**config.mk**
```make
export PLATFORM = sky130hd
export DESIGN_NAME = mis_spin_eval
export DESIGN_NICKNAME = d
export VERILOG_FILES = /design/src/rtl/mis_pkg.sv /design/src/rtl/mis_spin_eval.sv
export SDC_FILE = /design/constraint.sdc
export NUM_CORES = 1
export LEC_CHECK = 0
export ABC_CLOCK_PERIOD_IN_PS = 2650
export BUFFER_PORTS_ARGS = -buffer_cell sky130_fd_sc_hd__buf_4
export CAP_MARGIN = 10
export CORE_MARGIN = 2
export CORE_UTILIZATION = 40
export DETAILED_ROUTE_END_ITERATION = 12
export PLACE_DENSITY = 0.74
export SLEW_MARGIN = 0
export SYNTH_ARGS = -nofsm -noshare
export SYNTH_HDL_FRONTEND = slang
export SYNTH_SLANG_ARGS = --single-unit
```
**constraint.sdc**
```tcl
create_clock -name vclk -period 2.65
set_input_delay 0.265 -clock vclk [all_inputs]
set_output_delay 0.265 -clock vclk [all_outputs]
set_load 0.005 [all_outputs]
```
**src/rtl/mis_pkg.sv**
```systemverilog
// shared types and constants for the metropolis ising spin update block
// no dependencies
package mis_pkg;

	localparam int unsigned SITE_W     = 6;
	localparam int unsigned RND_W      = 16;
	localparam int unsigned DE_W       = 5;
	localparam int unsigned MAG_OUT_W  = 14;
	localparam int unsigned CFG_IDX_W  = 2;
	localparam int unsigned CFG_DATA_W = 16;

	localparam logic [CFG_IDX_W-1:0] CFG_COUPLING = 2'd0;
	localparam logic [CFG_IDX_W-1:0] CFG_THR_LOW  = 2'd1;
	localparam logic [CFG_IDX_W-1:0] CFG_THR_HIGH = 2'd2;

	typedef enum logic {
		OP_LOAD    = 1'b0,
		OP_ATTEMPT = 1'b1
	} mis_op_t;

	typedef enum logic [1:0] {
		ST_CLEAR,
		ST_IDLE,
		ST_FETCH,
		ST_EVAL
	} mis_state_t;

endpackage

```
**src/rtl/mis_spin_eval.sv**
```systemverilog
// energy change and metropolis acceptance for one site and its four neighbors
// depends on mis_pkg
module mis_spin_eval (
	input  logic                              spin,
	input  logic [3:0]                        nb,
	input  logic                              coupling_sign,
	input  logic [mis_pkg::RND_W-1:0]         random_uniform,
	input  logic [mis_pkg::RND_W-1:0]         thr_low,
	input  logic [mis_pkg::RND_W-1:0]         thr_high,
	output logic                              accept,
	output logic signed [mis_pkg::DE_W-1:0]   energy_change
);
	import mis_pkg::*;

	logic       eff;
	logic [3:0] agree;
	logic [2:0] m;

	// eff is 1 when jsign * s is positive
	assign eff   = spin ^ coupling_sign;
	assign agree = nb ~^ {4{eff}};
	assign m     = {2'b00, agree[0]} + {2'b00, agree[1]} + {2'b00, agree[2]}
		+ {2'b00, agree[3]};

	// de = 4m - 8
	assign energy_change = $signed({m, 2'b00}) - $signed(DE_W'(8));

	always_comb begin
		case (m)
			3'd3:    accept = random_uniform < thr_low;
			3'd4:    accept = random_uniform < thr_high;
			default: accept = 1'b1;
		endcase
	end

endmodule

```
; ---- Yosys cells after proc, flatten, opt, wreduce, memory -nomap -nowiden
; Cells that the tools add are included.
[totals]
register_bits = 0
in_bits = 54
output_inout_bits = 6
[op_classes]
n_addsub = 4
magnitude_cmp = 2
n_eq_ne = 2
n_mux = 1
n_bitwise = 2
[op_table]
columns = operator, count
row1 = less-than comparator 16 bit, 2
row2 = "subtractor 5 bit, second input constant", 1
row3 = bitwise XNOR 4 bit, 1
row4 = adder 2 x 1 -> 3 bit, 1
row5 = adder 3 x 1 -> 3 bit, 1
row6 = "equality test 3 x 2 -> 1 bit, second input constant", 1
row7 = "equality test 3 bit, second input constant", 1
row8 = adder 1 x 1 -> 2 bit, 1
row9 = case mux 1 bit (2 select lines), 1
row10 = XOR 1 bit, 1

; ---- Logic depth before layout (Yosys ltp)
[depth]
ltp_word = 7
mapped_depth = 10
depth_no_buf = 10

; ---- Worst setup path before layout
; OpenSTA, ideal clock, no wires.
[synth_path]
path_kind = input-to-output
startpoint = in coupling_sign
endpoint = out accept
t_arrival_ns = 2.188
required_ns = 2.385
setup_slack_ns = 0.197
cell_stages = 10
cell_sequence = xor2_1 xnor2_1 ha_1 or3_4 ha_1 nor4b_1 o211ai_1 a21oi_1 o21ai_1 o211ai_1
[synth_between]
elab_chain_len = 7
elab_cells_between_ends = 8
classes_between = 3 x add/sub / 2 x eq/ne / 1 x mux / 2 x bitwise
[synth_lines]
columns = item, line_no
row1 = "start, declared", mis_spin_eval.sv:6  ; input logic coupling_sign,
row2 = XOR 1 bit (*), mis_spin_eval.sv:20  ; assign eff = spin ^ coupling_sign;
row3 = bitwise XNOR 4 bit (*), mis_spin_eval.sv:21  ; assign agree = nb ~^ {4{eff}};
row4 = adder 1 x 1 -> 2 bit, mis_spin_eval.sv:22  ; assign m = {2'b00, agree[0]} + {2'b00, agree[1]} + {2'b00, agree[2]}
row5 = adder 2 x 1 -> 3 bit, mis_spin_eval.sv:22
row6 = adder 3 x 1 -> 3 bit (*), mis_spin_eval.sv:23  ; + {2'b00, agree[3]};
row7 = equality test 3 bit or equality test 3 x 2 -> 1 bit (tied branches), mis_spin_eval.sv:29  ; case (m)
row8 = case mux 1 bit (2 select lines) (*), mis_spin_eval.sv:29
row9 = "end, declared", mis_spin_eval.sv:10  ; output logic accept,
; Every way passes the cells marked *; elsewhere a longest branch is shown, timed or not.

; ---- Final worst setup path
[layout_path]
startpoint = in spin
endpoint = out accept
[layout_between]
elab_chain_len = 7
elab_cells_between_ends = 8
classes_between = 3 x add/sub / 2 x eq/ne / 1 x mux / 2 x bitwise
[layout_lines]
columns = item, line_no
row1 = "start, declared", mis_spin_eval.sv:4  ; input logic spin,
row2 = XOR 1 bit (*), mis_spin_eval.sv:20
row3 = bitwise XNOR 4 bit (*), mis_spin_eval.sv:21
row4 = adder 1 x 1 -> 2 bit, mis_spin_eval.sv:22
row5 = adder 2 x 1 -> 3 bit, mis_spin_eval.sv:22
row6 = adder 3 x 1 -> 3 bit (*), mis_spin_eval.sv:23
row7 = equality test 3 bit or equality test 3 x 2 -> 1 bit (tied branches), mis_spin_eval.sv:29
row8 = case mux 1 bit (2 select lines) (*), mis_spin_eval.sv:29
; Marks and branches as above.

==> qor.csv <==
stage,metric,value,unit
timing,setup_slack,0.150,ns
critical_path,cp_max_fo,3,
status,outcome,"finished, final reports clean",
layout,regArea,0,sq um
power_and_ir_drop,cellLeakagePower,0.847,nW
route,drtIter0Drc,3,
floorplanning,dieArea,0.00271,sq mm
global_route,grt_max_degree,6,
global_route,grt.total_usage,16.8,%
floorplanning,die_h,52.0,microns
critical_path,endpoint_kind,output pin,
layout,fill_cells,197,
job,cap_violations,0,
timing,rsz0062_at_grt,false,
floorplanning,ios,60,
timing,max_freq,400,MHz
power_and_ir_drop,vdd_ir_drop_max,0.150,mV
timing,hold_viol,0,
floorplanning,start_util,42.1,%
route,postRouteAntennaNets,0,
synthesis,synth_area_leaders,"ha_1, inv_1, a21oi_1",
critical_path,worst_ep_arrival_time,2.23,ns
synthesis,netlist_area,922,sq um
placed_design,io_buffers,58,
synthesis,synth_warnings,0,
floorplanning,core_area,0.00219,sq mm
timing,fin_crit_sh,94.3,%
placed_design,gp_congestion,0.727,
route,viasPerCell,4.76,
synthesis,synth_seq_area_share,0,%
clock_network,hold_buffers,0,
synthesis,syn_inst,132,
synthesis,post-synth-top-area-cell,ha_1,
layout,diodes,0,
route,drc,0,
route,vias,1048,
layout,drive_gt1_share,35.9,%
global_route,grt_pass1_vias,974,
worst_hold_path,holdCritStartpoint,nb[2],
floorplanning,fp.dieW,52.0,microns
global_route,grt_pass1_wl,3.70,mm
synthesis,synth_cell_type_count,24,
layout,clkbuf_count,0,
power_and_ir_drop,power.density,217,mW/mm^2
layout,fin_nets,282,
floorplanning,fp-row-count,17,
timing,fin_setup_tns,0,ns
worst_hold_path,min_to,energy_change[2],
route,dr.pass1.iters,4,
route,wire_per_inst,9.84,microns
timing,setup_viol,0,
placed_design,place_hpwl,1.98,mm
synthesis,netlist.area_leader.share,46.1,%
route,finalWirelength,2.16,mm
global_route,grt_overflow,0,
layout,flops_and_latches,0,
critical_path,worstSetupPathType,input port to output pin,
worst_hold_path,whs_path_depth,4,
worst_hold_path,min_path_type,input port to output pin,
timing,report.final.slew_viol_count,0,
synthesis,synth_area_per_cell,6.99,sq um
timing,min_period,2.50,ns
global_route,grt_antenna_before_repair,0,
critical_path,startpoint_type,input port,
placed_design,dp_slack,-0.123,ns
layout,synthToLayoutAreaGrowth,57.5,%
critical_path,required,2.38,ns
layout,fin_util,66.3,%
[worst max-delay path, cell delays in order]
cell      delay, ns
buf_6          0.10
xor2_2         0.17
xnor2_1        0.13
ha_2           0.18
or3_4          0.38
ha_4           0.29
buf_4          0.10
inv_1          0.05
o21ai_0        0.14
nor2b_1        0.17
o211ai_1       0.11
buf_4          0.15
[Yosys cell counts (2+ instances only)]
| cell type | count |
|---|---|
| o21ai_1 | 2 |
| nor3_1 | 2 |
| nand2_1 | 11 |
| xor2_1 | 2 |
| a21oi_1 | 11 |
| inv_1 | 33 |
| nor2b_1 | 3 |
| a211oi_1 | 3 |
| ha_1 | 34 |
| nor2_1 | 8 |
| o21ai_0 | 7 |
| xnor2_1 | 2 |
| o211ai_1 | 2 |
| buf_4 | 2 |
[worst max path at each step]
stage	start	to	slack, ns	cells after the start
after floorplan	coupling_sign	accept	0.20	10
after global placement	coupling_sign	accept	-0.006	12
after detailed placement	coupling_sign	accept	-0.12	12
after CTS	coupling_sign	accept	0.0007	12
after global routing	spin	accept	0.03	12
final	spin	accept	0.15	12
[kinds of logic (layout without fill, tap and decap cells)]
kind of cell,after synthesis,in the layout,synth area share (%)
compound gates,27,27,17.4
xor+xnor,4,4,3.80
fa+ha+maj,34,34,46.1
simple gates,31,31,17.2
buf+inv,35,94,15.1
other cells,1,2,0.407
[cell type report]
type	instances	area (sq um)	area share [%]
inverters	33	124	8.53
well taps	28	35.0	2.41
repair buffers	61	462	31.8
multi-input cells	98	832	57.3
[report_power, final]
group | switching (mW) | leakage [nW] | total [mW] | internal (mW)
combinational | 0.132 | 0.847 | 0.316 | 0.184
sequential | 0 | 0 | 0 | 0
clock | 0 | 0 | 0 | 0
total | 0.132 | 0.847 | 0.316 | 0.184
[repair_timing]
| action | in CTS | in global routing |
|---|---|---|
| resized for setup | 3 | 5 |
| endpoints found under the hold margin | 0 | 0 |
| setup buffers | 0 | 1 |
| pin swaps | 0 | 8 |
| endpoints found under the setup margin | 1 | 1 |
[stage by stage]
step                total power [mW]  hold slack (ns)  instance area, sq um  cells
CTS                            0.302             1.08                  1420    219
global route                   0.357             1.10                  1450    220
global placement               0.276             1.04                  1400    219
floorplan                      0.148            0.801                   926    133
finish                         0.316             1.07                  1450    220
detailed placement             0.287             1.05                  1400    219
[placed cells by master, fill, tap and decap left out, types with 2 or more instances in the layout]
| cell type | count |
|---|---|
| ha_1 | 31 |
| nor3_1 | 2 |
| xnor2_1 | 2 |
| a21oi_1 | 11 |
| nor2_1 | 8 |
| buf_4 | 60 |
| o21ai_0 | 7 |
| conb_1 | 2 |
| nor2b_1 | 3 |
| inv_1 | 33 |
| o21ai_1 | 2 |
| ha_2 | 2 |
| nand2_1 | 11 |
| a211oi_1 | 3 |
| o211ai_1 | 2 |
[per-layer routing]
layer	vias to the layer above	global-route usage [%]	routed length [microns]
li1	562	-	-
met1	454	20.3	878
met2	32	34.4	1160
met3	0	0	124
met4	0	0	0
met5	-	0	0
Power figures use the tool's default switching activity.
